===== src/hw/rtl/fpcc_pkg.sv =====
// ----------------------------------------------------------------------------
// fpcc_pkg: shared types and constants of the flight phase / cutdown controller
// Phase codes, item kinds, register indexes, queue payloads, saturation helper.
// ----------------------------------------------------------------------------
package fpcc_pkg;

  localparam int unsigned AltW     = 24;
  localparam int unsigned RiseW    = 20;
  localparam int unsigned MinAltW  = 20;
  localparam int unsigned CutW     = 23;
  localparam int unsigned BandW    = 20;
  localparam int unsigned CfgDataW = 23;
  localparam int unsigned CfgIdxW  = 2;

  localparam logic [RiseW-1:0]   RiseReset   = RiseW'(1000);
  localparam logic [MinAltW-1:0] MinAltReset = MinAltW'(6000);
  localparam logic [CutW-1:0]    CutReset    = CutW'(30000);
  localparam logic [BandW-1:0]   BandReset   = BandW'(100);

  typedef enum logic [2:0] {
    PH_REF       = 3'd0,
    PH_FILL      = 3'd1,
    PH_PRELAUNCH = 3'd2,
    PH_ASCENT    = 3'd3,
    PH_DESCENT   = 3'd4,
    PH_LANDED    = 3'd5
  } phase_e;

  // What the front decided a sample is.
  typedef enum logic [1:0] {
    K_REF       = 2'd0,
    K_FILL      = 2'd1,
    K_FILL_LAST = 2'd2,
    K_RUN       = 2'd3
  } kind_e;

  typedef enum logic [1:0] {
    FM_REF  = 2'd0,
    FM_FILL = 2'd1,
    FM_RUN  = 2'd2
  } fmode_e;

  typedef enum logic [CfgIdxW-1:0] {
    CFG_LIFTOFF_RISE    = 2'd0,
    CFG_LIFTOFF_MIN_ALT = 2'd1,
    CFG_CUTDOWN_ALT     = 2'd2,
    CFG_LANDED_BAND     = 2'd3
  } cfg_idx_e;

  typedef struct packed {
    logic                we;
    cfg_idx_e            idx;
    logic [CfgDataW-1:0] data;
  } cfg_wr_t;

  typedef struct packed {
    kind_e                  kind;
    logic signed [AltW-1:0] rel;
    logic                   valid;
  } mid_item_t;

  typedef struct packed {
    phase_e                 phase;
    logic signed [AltW-1:0] rel;
    logic signed [AltW-1:0] change;
    logic                   fire;
    logic                   fault;
  } res_item_t;

  // Clamp a one-bit-grown difference back to AltW signed.
  function automatic logic [AltW-1:0] sat_alt(input logic [AltW:0] v);
    logic [AltW-1:0] r;
    if (v[AltW] != v[AltW-1]) begin
      r = v[AltW] ? {1'b1, {(AltW-1){1'b0}}} : {1'b0, {(AltW-1){1'b1}}};
    end else begin
      r = v[AltW-1:0];
    end
    return r;
  endfunction

endpackage


===== src/hw/rtl/flight_phase_cutdown_controller_core.sv =====
// ----------------------------------------------------------------------------
// flight_phase_cutdown_controller_core: balloon flight phase and cutdown logic
// Tracks reference, window fill and flight phases from altitude samples.
// ----------------------------------------------------------------------------
// Usage: push one altitude sample (cm) per request; every request returns
// exactly one result on the result queue, in order. The first sample after
// reset is the ground reference, the next WINDOW fill the altitude ring, and
// from then on the phase runs prelaunch, ascent, descent, landed. Throughput
// is one request per clock when results are popped as fast; the figure is set
// by the ring RAM, which takes one write of the new entry and one read of the
// oldest entry per sample. A result passes the intake queue, the ring access
// into the decision stage and the write of the result queue, in that order,
// before it reaches the head, and a full result queue can hold it back. The
// ring needs no clearing after reset: no entry is read before the fill
// phase has written it. Threshold registers may only be written while no
// request is in flight; writes take effect at once.
// ----------------------------------------------------------------------------
module flight_phase_cutdown_controller_core import fpcc_pkg::*; #(
  parameter int unsigned WINDOW = 20
) (
  input  logic                   clk_i,
  input  logic                   rst_ni,
  // sample requests
  input  logic                   push,
  output logic                   full,
  input  logic signed [AltW-1:0] altitude_cm_i,
  input  logic                   sample_valid_i,
  // results
  output logic                   empty,
  input  logic                   pop,
  output logic [2:0]             phase_o,
  output logic signed [AltW-1:0] relative_alt_cm_o,
  output logic signed [AltW-1:0] window_change_cm_o,
  output logic                   cutdown_fire_o,
  output logic                   sensor_fault_o,
  // threshold registers
  input  logic                   cfg_we_i,
  input  logic [CfgIdxW-1:0]     cfg_idx_i,
  input  logic [CfgDataW-1:0]    cfg_data_i
);

  // Two entries each side are enough for full rate.
  localparam int unsigned MidDepth = 2;
  localparam int unsigned ResDepth = 2;

  mid_item_t mid_in, mid_out;
  logic      mid_push, mid_full, mid_pop, mid_empty;
  res_item_t res_in, res_head;
  logic      res_push, res_full;
  cfg_wr_t   cfg_wr;

  assign cfg_wr.we   = cfg_we_i;
  assign cfg_wr.idx  = cfg_idx_e'(cfg_idx_i);
  assign cfg_wr.data = cfg_data_i;

  // Front: reference capture, relative altitude, sample classification.
  fpcc_front #(
    .WINDOW(WINDOW)
  ) u_front (
    .clk_i         (clk_i),
    .rst_ni        (rst_ni),
    .push_i        (push),
    .altitude_cm_i (altitude_cm_i),
    .sample_valid_i(sample_valid_i),
    .full_o        (full),
    .mid_push_o    (mid_push),
    .mid_item_o    (mid_in),
    .mid_full_i    (mid_full)
  );

  // Decoupling queue between front and back.
  fpcc_fifo #(
    .WIDTH($bits(mid_item_t)),
    .DEPTH(MidDepth)
  ) u_mid_q (
    .clk_i  (clk_i),
    .rst_ni (rst_ni),
    .push_i (mid_push),
    .data_i (mid_in),
    .full_o (mid_full),
    .pop_i  (mid_pop),
    .data_o (mid_out),
    .empty_o(mid_empty)
  );

  // Back: ring update, window change, phase transitions, cutdown.
  fpcc_back #(
    .WINDOW(WINDOW)
  ) u_back (
    .clk_i      (clk_i),
    .rst_ni     (rst_ni),
    .mid_empty_i(mid_empty),
    .mid_item_i (mid_out),
    .mid_pop_o  (mid_pop),
    .cfg_wr_i   (cfg_wr),
    .res_full_i (res_full),
    .res_push_o (res_push),
    .res_item_o (res_in)
  );

  // Result queue; its head drives the result ports.
  fpcc_fifo #(
    .WIDTH($bits(res_item_t)),
    .DEPTH(ResDepth)
  ) u_res_q (
    .clk_i  (clk_i),
    .rst_ni (rst_ni),
    .push_i (res_push),
    .data_i (res_in),
    .full_o (res_full),
    .pop_i  (pop),
    .data_o (res_head),
    .empty_o(empty)
  );

  assign phase_o            = res_head.phase;
  assign relative_alt_cm_o  = res_head.rel;
  assign window_change_cm_o = res_head.change;
  assign cutdown_fire_o     = res_head.fire;
  assign sensor_fault_o     = res_head.fault;

endmodule


===== src/hw/rtl/fpcc_ram.sv =====
// ----------------------------------------------------------------------------
// fpcc_ram: generic simple dual-port RAM
// One write port, one read port, registered read data.
// ----------------------------------------------------------------------------
module fpcc_ram #(
  parameter int unsigned WIDTH = 24,
  parameter int unsigned DEPTH = 20
) (
  input  logic                     clk_i,
  input  logic                     we_i,
  input  logic [$clog2(DEPTH)-1:0] waddr_i,
  input  logic [WIDTH-1:0]         wdata_i,
  input  logic                     re_i,
  input  logic [$clog2(DEPTH)-1:0] raddr_i,
  output logic [WIDTH-1:0]         rdata_o
);

  logic [WIDTH-1:0] mem_q [DEPTH];
  logic [WIDTH-1:0] rdata_q;

  always_ff @(posedge clk_i) begin
    if (we_i) begin
      mem_q[waddr_i] <= wdata_i;
    end
    if (re_i) begin
      rdata_q <= mem_q[raddr_i];
    end
  end

  assign rdata_o = rdata_q;

endmodule


===== src/hw/rtl/fpcc_fifo.sv =====
// ----------------------------------------------------------------------------
// fpcc_fifo: small register queue
// Push/full on one side, pop/empty on the other; head shown while not empty.
// ----------------------------------------------------------------------------
module fpcc_fifo #(
  parameter int unsigned WIDTH = 8,
  parameter int unsigned DEPTH = 2
) (
  input  logic             clk_i,
  input  logic             rst_ni,
  input  logic             push_i,
  input  logic [WIDTH-1:0] data_i,
  output logic             full_o,
  input  logic             pop_i,
  output logic [WIDTH-1:0] data_o,
  output logic             empty_o
);

  localparam int unsigned PtrW = $clog2(DEPTH);
  localparam int unsigned CntW = $clog2(DEPTH + 1);
  localparam logic [PtrW-1:0] LastPtr = PtrW'(DEPTH - 1);
  localparam logic [CntW-1:0] FullCnt = CntW'(DEPTH);

  logic [WIDTH-1:0] mem_q [DEPTH];
  logic [PtrW-1:0]  wr_q, wr_d, rd_q, rd_d;
  logic [CntW-1:0]  cnt_q, cnt_d;
  logic             do_push, do_pop;

  assign full_o  = (cnt_q == FullCnt);
  assign empty_o = (cnt_q == '0);
  assign do_push = push_i & ~full_o;
  assign do_pop  = pop_i & ~empty_o;
  assign data_o  = mem_q[rd_q];

  always_comb begin
    wr_d  = wr_q;
    rd_d  = rd_q;
    cnt_d = cnt_q;
    if (do_push) begin
      wr_d = (wr_q == LastPtr) ? '0 : wr_q + 1'b1;
    end
    if (do_pop) begin
      rd_d = (rd_q == LastPtr) ? '0 : rd_q + 1'b1;
    end
    if (do_push && !do_pop) begin
      cnt_d = cnt_q + 1'b1;
    end else if (do_pop && !do_push) begin
      cnt_d = cnt_q - 1'b1;
    end
  end

  always_ff @(posedge clk_i or negedge rst_ni) begin
    if (!rst_ni) begin
      wr_q  <= '0;
      rd_q  <= '0;
      cnt_q <= '0;
    end else begin
      wr_q  <= wr_d;
      rd_q  <= rd_d;
      cnt_q <= cnt_d;
    end
  end

  always_ff @(posedge clk_i) begin
    if (do_push) begin
      mem_q[wr_q] <= data_i;
    end
  end

endmodule


===== src/hw/rtl/fpcc_front.sv =====
// ----------------------------------------------------------------------------
// fpcc_front: sample intake
// Captures the ground reference, forms relative altitude, tags each sample.
// ----------------------------------------------------------------------------
module fpcc_front import fpcc_pkg::*; #(
  parameter int unsigned WINDOW = 20
) (
  input  logic                   clk_i,
  input  logic                   rst_ni,
  input  logic                   push_i,
  input  logic signed [AltW-1:0] altitude_cm_i,
  input  logic                   sample_valid_i,
  output logic                   full_o,
  output logic                   mid_push_o,
  output mid_item_t              mid_item_o,
  input  logic                   mid_full_i
);

  localparam int unsigned CntW = $clog2(WINDOW);
  localparam logic [CntW-1:0] LastFill = CntW'(WINDOW - 1);

  fmode_e                 mode_q, mode_d;
  logic [CntW-1:0]        fill_q, fill_d;
  logic signed [AltW-1:0] ref_q, ref_d;
  logic                   accept;
  logic [AltW:0]          diff;

  assign accept = push_i & ~mid_full_i;
  assign full_o = mid_full_i;
  assign diff   = {altitude_cm_i[AltW-1], altitude_cm_i} - {ref_q[AltW-1], ref_q};

  // next state
  always_comb begin
    mode_d = mode_q;
    fill_d = fill_q;
    ref_d  = ref_q;
    if (accept) begin
      unique case (mode_q)
        FM_REF: begin
          ref_d  = altitude_cm_i;
          mode_d = FM_FILL;
        end
        FM_FILL: begin
          if (fill_q == LastFill) begin
            mode_d = FM_RUN;
          end else begin
            fill_d = fill_q + 1'b1;
          end
        end
        FM_RUN: begin
          mode_d = FM_RUN;
        end
        default: begin
          mode_d = FM_REF;
        end
      endcase
    end
  end

  // outputs
  always_comb begin
    mid_push_o       = accept;
    mid_item_o.valid = sample_valid_i;
    mid_item_o.rel   = sat_alt(diff);
    unique case (mode_q)
      FM_REF: begin
        mid_item_o.kind = K_REF;
        mid_item_o.rel  = '0;
      end
      FM_FILL: begin
        mid_item_o.kind = (fill_q == LastFill) ? K_FILL_LAST : K_FILL;
      end
      default: begin
        mid_item_o.kind = K_RUN;
      end
    endcase
  end

  always_ff @(posedge clk_i or negedge rst_ni) begin
    if (!rst_ni) begin
      mode_q <= FM_REF;
      fill_q <= '0;
      ref_q  <= '0;
    end else begin
      mode_q <= mode_d;
      fill_q <= fill_d;
      ref_q  <= ref_d;
    end
  end

endmodule


===== src/hw/rtl/fpcc_back.sv =====
// ----------------------------------------------------------------------------
// fpcc_back: window ring and phase logic
// Stage A writes the ring and reads the oldest entry; stage B decides phase.
// ----------------------------------------------------------------------------
module fpcc_back import fpcc_pkg::*; #(
  parameter int unsigned WINDOW = 20
) (
  input  logic      clk_i,
  input  logic      rst_ni,
  input  logic      mid_empty_i,
  input  mid_item_t mid_item_i,
  output logic      mid_pop_o,
  input  cfg_wr_t   cfg_wr_i,
  input  logic      res_full_i,
  output logic      res_push_o,
  output res_item_t res_item_o
);

  localparam int unsigned SlotW = $clog2(WINDOW);
  localparam logic [SlotW-1:0] LastSlot = SlotW'(WINDOW - 1);

  logic [RiseW-1:0]   rise_q, rise_d;
  logic [MinAltW-1:0] minalt_q, minalt_d;
  logic [CutW-1:0]    cut_q, cut_d;
  logic [BandW-1:0]   band_q, band_d;

  logic [SlotW-1:0] slot_q, slot_d, old_slot;
  logic             a_fire, b_done, ram_we, ram_re;
  logic [AltW-1:0]  ram_rdata;

  logic                   b_vld_q, b_vld_d;
  kind_e                  b_kind_q;
  logic signed [AltW-1:0] b_rel_q;
  logic                   b_valid_q;

  phase_e phase_q, phase_d, res_phase;

  logic [AltW:0]          chg_wide, chg_ext, mag;
  logic signed [AltW-1:0] change;
  logic                   rise_hit, minalt_hit, cut_hit, land_hit, chg_pos;

  // ---- configuration ----
  always_comb begin
    rise_d   = rise_q;
    minalt_d = minalt_q;
    cut_d    = cut_q;
    band_d   = band_q;
    if (cfg_wr_i.we) begin
      case (cfg_wr_i.idx)
        CFG_LIFTOFF_RISE:    rise_d   = cfg_wr_i.data[RiseW-1:0];
        CFG_LIFTOFF_MIN_ALT: minalt_d = cfg_wr_i.data[MinAltW-1:0];
        CFG_CUTDOWN_ALT:     cut_d    = cfg_wr_i.data[CutW-1:0];
        CFG_LANDED_BAND:     band_d   = cfg_wr_i.data[BandW-1:0];
        default: ;
      endcase
    end
  end

  // ---- stage A: ring access ----
  assign b_done    = b_vld_q & ~res_full_i;
  assign a_fire    = ~mid_empty_i & (~b_vld_q | ~res_full_i);
  assign mid_pop_o = a_fire;
  assign ram_we    = a_fire & (mid_item_i.kind != K_REF);
  assign ram_re    = a_fire & (mid_item_i.kind == K_RUN);
  assign old_slot  = (slot_q == LastSlot) ? '0 : slot_q + 1'b1;
  assign slot_d    = ram_we ? old_slot : slot_q;
  assign b_vld_d   = a_fire ? 1'b1 : (b_done ? 1'b0 : b_vld_q);

  fpcc_ram #(
    .WIDTH(AltW),
    .DEPTH(WINDOW)
  ) u_ring (
    .clk_i  (clk_i),
    .we_i   (ram_we),
    .waddr_i(slot_q),
    .wdata_i(mid_item_i.rel),
    .re_i   (ram_re),
    .raddr_i(old_slot),
    .rdata_o(ram_rdata)
  );

  // ---- stage B: change and thresholds ----
  assign chg_wide   = {b_rel_q[AltW-1], b_rel_q} - {ram_rdata[AltW-1], ram_rdata};
  assign change     = sat_alt(chg_wide);
  assign chg_ext    = {change[AltW-1], change};
  assign mag        = change[AltW-1] ? (~chg_ext + 1'b1) : chg_ext;
  assign chg_pos    = ~change[AltW-1] & (change != '0);
  assign rise_hit   = change > $signed({1'b0, rise_q});
  assign minalt_hit = b_rel_q > $signed({1'b0, minalt_q});
  assign cut_hit    = b_rel_q > $signed({1'b0, cut_q});
  assign land_hit   = mag < (AltW + 1)'(band_q);

  // next phase
  always_comb begin
    res_phase = phase_q;
    unique case (b_kind_q) inside
      K_REF, K_FILL: res_phase = PH_FILL;
      K_FILL_LAST:   res_phase = PH_PRELAUNCH;
      default: begin
        unique case (phase_q)
          PH_PRELAUNCH: begin
            if (rise_hit || (minalt_hit && chg_pos)) res_phase = PH_ASCENT;
          end
          PH_ASCENT: begin
            if (cut_hit) res_phase = PH_DESCENT;
          end
          PH_DESCENT: begin
            if (land_hit) res_phase = PH_LANDED;
          end
          default: res_phase = PH_LANDED;
        endcase
      end
    endcase
    phase_d = b_done ? res_phase : phase_q;
  end

  // result fields
  always_comb begin
    res_push_o        = b_done;
    res_item_o.phase  = res_phase;
    res_item_o.rel    = b_rel_q;
    res_item_o.change = (b_kind_q == K_RUN) ? change : '0;
    res_item_o.fire   = (b_kind_q == K_RUN) & (phase_q == PH_ASCENT) & cut_hit;
    res_item_o.fault  = (b_kind_q == K_RUN) & ~b_valid_q;
  end

  always_ff @(posedge clk_i or negedge rst_ni) begin
    if (!rst_ni) begin
      rise_q   <= RiseReset;
      minalt_q <= MinAltReset;
      cut_q    <= CutReset;
      band_q   <= BandReset;
      slot_q   <= '0;
      b_vld_q  <= 1'b0;
      phase_q  <= PH_REF;
    end else begin
      rise_q   <= rise_d;
      minalt_q <= minalt_d;
      cut_q    <= cut_d;
      band_q   <= band_d;
      slot_q   <= slot_d;
      b_vld_q  <= b_vld_d;
      phase_q  <= phase_d;
    end
  end

  always_ff @(posedge clk_i) begin
    if (a_fire) begin
      b_kind_q  <= mid_item_i.kind;
      b_rel_q   <= mid_item_i.rel;
      b_valid_q <= mid_item_i.valid;
    end
  end

`ifndef SYNTHESIS
  a_landed_sticks: assert property (@(posedge clk_i) disable iff (!rst_ni)
    phase_q == PH_LANDED |=> phase_q == PH_LANDED)
    else $error("landed phase left");

  a_fire_from_ascent: assert property (@(posedge clk_i) disable iff (!rst_ni)
    (res_push_o && res_item_o.fire) |-> (phase_q == PH_ASCENT && res_phase == PH_DESCENT))
    else $error("cutdown fired outside ascent to descent");

  a_stall_holds_read: assert property (@(posedge clk_i) disable iff (!rst_ni)
    (b_vld_q && b_kind_q == K_RUN && res_full_i) |=> $stable(ram_rdata))
    else $error("ring read data lost during stall");

  a_fault_only_run: assert property (@(posedge clk_i) disable iff (!rst_ni)
    (res_push_o && res_item_o.fault) |-> (res_phase != PH_REF && res_phase != PH_FILL))
    else $error("sensor fault outside flight phases");
`endif

endmodule

===== config.mk =====
export PLATFORM = sky130hd
export DESIGN_NAME = flight_phase_cutdown_controller_core
export DESIGN_NICKNAME = d
export VERILOG_FILES = /design/src/hw/rtl/fpcc_pkg.sv /design/src/hw/rtl/flight_phase_cutdown_controller_core.sv /design/src/hw/rtl/fpcc_ram.sv /design/src/hw/rtl/fpcc_fifo.sv /design/src/hw/rtl/fpcc_front.sv /design/src/hw/rtl/fpcc_back.sv
export SDC_FILE = /design/constraint.sdc
export NUM_CORES = 1
export LEC_CHECK = 0
export ABC_AREA = 1
export BUFFER_PORTS_ARGS = -buffer_cell sky130_fd_sc_hd__buf_2
export CAP_MARGIN = 15
export CORE_MARGIN = 3
export CORE_UTILIZATION = 40
export CTS_BUF_LIST = sky130_fd_sc_hd__clkbuf_4 sky130_fd_sc_hd__clkbuf_8 sky130_fd_sc_hd__clkbuf_16
export DETAILED_ROUTE_END_ITERATION = 16
export PLACE_DENSITY_LB_ADDON = 0.2
export RECOVER_POWER = 100
export SYNTH_ARGS = -nofsm -noshare
export SYNTH_HDL_FRONTEND = slang
export SYNTH_SLANG_ARGS = --single-unit

===== constraint.sdc =====
create_clock -name clk_i -period 6.94 [get_ports clk_i]
set_clock_uncertainty 0.05 [all_clocks]
set_input_delay 0.347 -clock clk_i [delete_from_list [all_inputs] [get_ports clk_i]]
set_output_delay 0.347 -clock clk_i [all_outputs]
set_load 0.01 [all_outputs]

== After elaboration in Yosys (flattened, before gate mapping) ==
Memory sizes are Yosys's and may differ from the RTL's. A register that Yosys moved wholly into a read port is not among the register bits.
Index checks and enable logic that the tools add are counted.

* Memories kept: 3
* Flip-flop bits (word level): 158
* Output and inout bits: 55
* Bits in writable memories: 640
* Bits of input ports: 55
* Word-level logic and storage cells: 142

* Equal/unequal tests: 19
* Reduce and logical (&&, ||, !) cells: 28
* Add/sub/neg operators: 13
* Bitwise logic cells: 23
* Muxes and demuxes: 33
* Order comparisons: 4

{| class="wikitable"
|+ Memories
! memory !! depth !! bits a word !! read ports !! clocked after memory_dff !! write ports !! RTL line !! RTL
|-
| u_back.u_ring.mem_q || 20 || 24 || 1 || 1 || 1 || fpcc_ram.sv:18 || <nowiki>logic [WIDTH-1:0] mem_q [DEPTH];</nowiki>
|-
| u_res_q.mem_q || 2 || 53 || 1 || 0 || 1 || fpcc_fifo.sv:24 || <nowiki>logic [WIDTH-1:0] mem_q [DEPTH];</nowiki>
|-
| u_mid_q.mem_q || 2 || 27 || 1 || 0 || 1 || fpcc_fifo.sv:24 ||
|}

{| class="wikitable"
|+ Operators by type and width
! operator !! count
|-
| $mux 24 || 6
|-
| $sub 24x24->25 || 2
|-
| $gt 24x21->1 || 2
|-
| $add 25x1->25 const B || 1
|-
| $lt 25x20->1 || 1
|-
| $mux 25 || 1
|-
| $not 25->25 || 1
|-
| $gt 24x24->1 || 1
|-
| $reduce_bool 24->1 || 1
|-
| $eq 2x2->1 const B || 8
|-
| $and 1x1->1 || 13
|-
| $mux 1 || 12
|-
| $mux 2 || 6
|-
| $reduce_and 2->1 || 6
|-
| $add 5x1->5 const B || 2
|-
| $eq 5x5->1 const B || 2
|-
| $logic_not 2->1 || 5
|-
| $mux 3 || 3
|-
| $pmux 3 s3 || 1
|-
| $not 1->1 || 8
|-
| $reduce_bool 2->1 || 4
|-
| $eq 2x1->1 const B || 3
|-
| $eq 3x2->1 const B || 2
|-
| $pmux 2 s3 || 1
|-
| 15 further kinds || 28
|}

== Longest topological paths before layout ==
* Word-level depth: 10
* Mapped depth: 45
* Depth with buffers taken out: 42

== Hierarchy ==
Synthesis repeated with hierarchy kept, for this count alone.

* Cells, all modules: 3937
* Area, all modules: 39036.2 um^2

{| class="wikitable"
|+ Modules (own cells, without submodules)
! module !! instances !! sequential area each (um^2) !! cells each !! area each (um^2)
|-
| fpcc_ram || 1 || 15134.5 || 1626 || 20098.0
|-
| fpcc_back || 1 || 3141.8 || 1288 || 9270.1
|-
| fpcc_fifo at u_res_q || 1 || 3283.1 || 308 || 4110.2
|-
| fpcc_front || 1 || 775.7 || 543 || 3365.7
|-
| fpcc_fifo at u_mid_q || 1 || 1721.7 || 172 || 2192.1
|}

== Least setup slack after synthesis ==
Ideal clock, no wire load.

* Path type: register -> register
* Start: register u_back.b_rel_q[5]
* End: memory u_res_q.mem_q[0][50] in the netlist's numbering (data pin)
* Clock period less this slack: 5.230 ns
* Data required time: 6.632 ns
* Arrival time: 4.922 ns
* Path slack: 1.710 ns
* Cell stages (with the launch flop): 39
* Path buffers: 3
* Library setup time: 0.258 ns
* Cells stage by stage: edfxtp_1 ha_1 nand2_1 nor2_1 and3_1 nand3_1 nand3_1 nand3_1 nand2_1 xor2_1 inv_1 ha_1 nand3_4 buf_4 buf_2 buf_2 nand2_1 inv_1 (+3 left out) nand3_1 nor2_1 nor2_1 xor2_1 ha_1 nand2_1 nor4_1 nand2_1 nand2_1 nand2_1 nand2_1 nand2_1 nand2_1 nor2_1 nand3_1 nand2_1 nand2_1 nand2_2

{| class="wikitable"
|+ RTL lines
! item !! RTL line !! RTL
|-
| start: declaration || fpcc_back.sv:33 || <nowiki>logic signed [AltW-1:0] b_rel_q;</nowiki>
|-
| start signal: assignment || fpcc_back.sv:150 || <nowiki>b_rel_q <= mid_item_i.rel;</nowiki>
|-
| end: declaration || fpcc_fifo.sv:24 ||
|}

== Final worst setup path ==
* Start: register u_back.slot_q[0]
* End: register u_back.u_ring.rdata_q[5] (netlist: u_back.u_ring.rdata_o[5]), read port of u_back.u_ring.mem_q (data pin)

* Word-level cells in the longest chain between the ends: 2
* Elaborated cells on any way between the ends: 3
* Those cells by class: add/sub: 1; eq/ne: 1; mux: 1

{| class="wikitable"
|+ Ends and longest elaborated chain
! item !! RTL line !! RTL
|-
| start: declaration || fpcc_back.sv:27 || <nowiki>logic [SlotW-1:0] slot_q, slot_d, old_slot;</nowiki>
|-
| start signal: assignment || fpcc_back.sv:141 || <nowiki>slot_q <= slot_d;</nowiki>
|-
| $add 5x1->5 or $eq 5x5->1 (tied branches) || fpcc_back.sv:65 || <nowiki>assign old_slot = (slot_q == LastSlot) ? '0 : slot_q + 1'b1;</nowiki>
|-
| $mux 5 (*) || fpcc_back.sv:65 ||
|-
| end: declaration || fpcc_ram.sv:19 || <nowiki>logic [WIDTH-1:0] rdata_q;</nowiki>
|}

Mark *: on every way between the ends. The rest lies on a longest branch, timed or not.
A chain may end at the register's enable or synchronous reset.

==> summary.txt <==
Logic synthesis
  – Post-Syn Nets: 3620
  – Synth warn: 0
  – Most used DFF post-synth: edfxtp_1
  – Yosys cell types: 49
  – Flops & latches, synth: 822
  – Sequential area share after synthesis: 0.648
  – EDFF count, synth: slightly below 700
  – Mux share of post-synthesis cell area: 0.000303
  – Post-Synth Adder-Cell Area: 0.0489
  – Post-synthesis simple-gate area fraction: 0.128
  – Largest family of logic cells by synthesized area: simple AND/OR/NAND/NOR gates
  – Mean Syn Cell Area: around 11 µm²
  – FFs w/ async S/R, synth: 0.159
  – Synth Area in Compound Gates: 0.116
  – Cells after synthesis: approximately 3400
  – Post-Syn Area: around 37000 µm²
  – Xor/xnor share of the synthesized area: 0.0116

Placed design
  – Port Buf Inserts: approximately 110
  – RePlAce Congestion: 0.918
  – DP Worst Slack: 0.643 ns
  – HPWL after DPL: 64200 µm

Setup path
  – Source of the critical timing path: u_back.slot_q[0]
  – Slowest stage cell, crit path: clkinvlp_2
  – CP Capture Type: flip-flop
  – Worst EP arrival: roughly 6.7 ns
  – Crit Path Class: flip-flop to flip-flop
  – Worst endpoint required time: approximately 7.2 ns
  – CP top delay family: buffers and inverters
  – Worst Path Buf+Inv: 2
  – R2R Path Start: u_back.slot_q[0]
  – Slowest stage delay, CP: approximately 1.8 ns
  – Kind of start point of the critical path: flip-flop
  – Worst path cell trace: ha_1 > nand2_1 > nand2_2 > clkinvlp_2 > clkbuf_2 > o21ai_0 > o22ai_1 > o211ai_1 > a31oi_1
  – CP max FO: between 70 and 80

Finish
  – Commonest cells after routing, fill and taps aside: edfxtp_1 (691), nand2_1 (593), nor2_1 (413)
  – Area grow syn2layout: 14.0%
  – Number of fill cells: around 8600
  – Fin nets: approximately 3700
  – Layout cells sized above 1: 0.0790
  – Most common cell after layout, fill and taps aside: edfxtp_1

Clock tree
  – H-tree depth: 3
  – Root buffer cell: clkbuf_16
  – Reg clk slew, reported paths: approximately 0.060 ns
  – Sink Count: 822
  – Post-CTS setup buffer count: 0
  – Max clock buf depth: 3
  – CTS tree: done
  – Num CTS Buffers: just under 90
  – Clk Latency, worst-skew pair: approximately 0.67 ns

Detailed routing
  – 1st-iter DRT viols: around 2300
  – WL final: between 100000 and 150000 µm
  – Initial DRT Pass Iterations: 5
  – Antenna Nets Post-Route: 0
  – Drt wl/cell: about 21 µm
  – DR DRC count: 0
  – Vias per std cell: around 5.2
  – Vias: 25500

GRT
  – Largest net degree at the start of global routing: between 150 and 200
  – First-pass GRT wire length: around 150000 µm
  – Grt total ovfl: 0
  – GRT Total Usage: 0.209
  – Vias in the first global route: between 20000 and 25000
  – Initial antenna violation count: 3

Floorplanning
  – Die span in x: 311 µm
  – Die span in y: around 310 µm
  – I/O Pins: between 100 and 150
  – Initial Util: 0.404
  – Die ar.: approximately 97000 µm²
  – FP Rows: between 100 and 150
  – Core Footprint: ~92000 µm²

STA
  – Final period util: 0.921
  – Fin. Hold Viols: 0
  – Crit path time final: 6.39 ns
  – Slew Viols, Final: approximately 1000
  – Final setup vio count: 0
  – Tightest Pin Transition: 3.54 ns
  – Setup_tns: 0 ns
  – Setup ws final: roughly 0.55 ns
  – FMAX: 0.156 GHz
  – Max-slew headroom: -1.36
  – RSZ-0062 raised after global routing: false
  – Worst hold slack: 0.0343 ns

Status
  – Status: finished with violations
  – Failing checks: capacitance limit, slew limit

Job
  – Max cap viols: 33

Min path
  – Hold path start: cfg_data_i[11]
  – Worst hold-check path type: input pin to flip-flop
## sequential cells by signal (all words and copies together), names as in the netlist, 2 cells and up
signal / count
u_back.band_q: 20
u_back.cut_q: 23
u_res_q.cnt_q: 2
u_back.rise_q: 20
u_back.u_ring.rdata_o: 24
u_mid_q.mem_q: 54
u_back.phase_q: 3
u_front.mode_q: 2
u_res_q.mem_q: 106
u_back.u_ring.mem_q: 480
u_back.b_kind_q: 2
u_front.fill_q: 5
u_back.b_rel_q: 24
u_back.minalt_q: 20
u_front.ref_q: 24
u_back.slot_q: 5
u_mid_q.cnt_q: 2
## timing repair
item / in CTS / in global routing
endpoints found under the setup margin: 0 / 3
hold buffers: 34 / 0
resized for setup: 0 / 1
hold endpoints to repair: 85 / 0
## synthesized netlist by cell type, types with 2 or more instances
cell type | count | share of area
dfrtp_1 | 108 | 0.073
nor4_1 | 6 | 0.0010
nand3_1 | 84 | 0.011
xor2_1 | 40 | 0.0094
nand4_1 | 23 | 0.0039
and3_1 | 2 | 0.00034
inv_2 | 6 | 0.00061
inv_1 | 302 | 0.031
nor2_2 | 2 | 0.00034
o211ai_1 | 48 | 0.0097
buf_2 | 5 | 0.00067
nand2_2 | 7 | 0.0012
or2_2 | 10 | 0.0017
fa_1 | 2 | 0.0011
a21oi_2 | 2 | 0.00047
nor2_1 | 423 | 0.043
o21bai_1 | 4 | 0.00081
o22ai_1 | 72 | 0.012
o21a_1 | 9 | 0.0018
a21o_1 | 4 | 0.00081
a31oi_1 | 28 | 0.0047
a211oi_1 | 3 | 0.00061
o21ai_0 | 395 | 0.053
a221oi_1 | 2 | 0.00047
nor3_1 | 20 | 0.0027
edfxtp_1 | 691 | 0.56
o21ai_1 | 2 | 0.00027
nand2_1 | 595 | 0.060
dfstp_2 | 23 | 0.016
a21oi_1 | 131 | 0.018
o221ai_1 | 52 | 0.012
buf_1 | 11 | 0.0011
a21boi_0 | 3 | 0.00061
nand3b_1 | 8 | 0.0016
clkbuf_1 | 133 | 0.013
ha_1 | 142 | 0.048
xnor2_1 | 9 | 0.0021
clkinv_1 | 3 | 0.00030
## worst paths after layout
kind / endpoint / slack (ns) / cells past startpoint
worst max-delay path: u_back.u_ring.rdata_o[5] / 0.55 / 9
worst min-delay path: u_back.band_q[11] / 0.03 / 3
worst max register to register: u_back.u_ring.rdata_o[5] / 0.55 / 9
worst min register to register: u_front.fill_q[4] / 0.42 / 1
max in group asynchronous: u_res_q.rd_q / 2.14 / 3
min in group asynchronous: u_back.rise_q[2] / 1.41 / 2
## logic make-up (layout without fill, tap and decap cells)
logic type	Yosys count	after routing
mux	1	1
other cells	0	1
simple gates	1185	1185
flops	822	822
compound gates	758	758
buf+inv	462	663
fa+ha+maj	144	144
xor+xnor	49	49
## per-layer routing
metal,share of wire,wire length (µm),track usage
met5,0.00012,12,0
met4,0.022,2210,0.0546
met3,0.057,5870,0.0312
met2,0.46,47500,0.331
met1,0.46,47000,0.301
## worst reg2reg max path: stages (launching register included)
cell	delay [ns]
dfrtp_1	0.62
ha_1	0.31
nand2_1	0.19
nand2_2	0.75
clkinvlp_2	1.79
clkbuf_2	1.34
o21ai_0	0.38
o22ai_1	0.12
o211ai_1	0.22
a31oi_1	0.29
## per-stage QoR
step | util | area, µm² | std cells
2_1_floorplan | - | 37200 | 3421
3_3_place_gp | 0.427 | 39200 | 4664
3_5_place_dp | 0.427 | 39200 | 4664
4_1_cts | 0.464 | 42700 | 4863
5_1_grt | 0.461 | 42400 | 4865
6_report | 0.461 | 42400 | 4866
## area by class of cell
type,instances,area [µm²],area share
Antenna cell,1,2.50,0.0000591
Sequential cell,822,24100,0.568
Clock inverter,49,597,0.0141
Multi-Input combinational cell,2137,11400,0.269
Timing Repair Buffer,187,1080,0.0254
Clock buffer,116,2480,0.0586
Tap cell,1243,1560,0.0367
Inverter,311,1180,0.0278
Power is left out: the tool's default activity adds up to more than one toggle a clock period on the data nets, which glitch-free logic cannot reach.
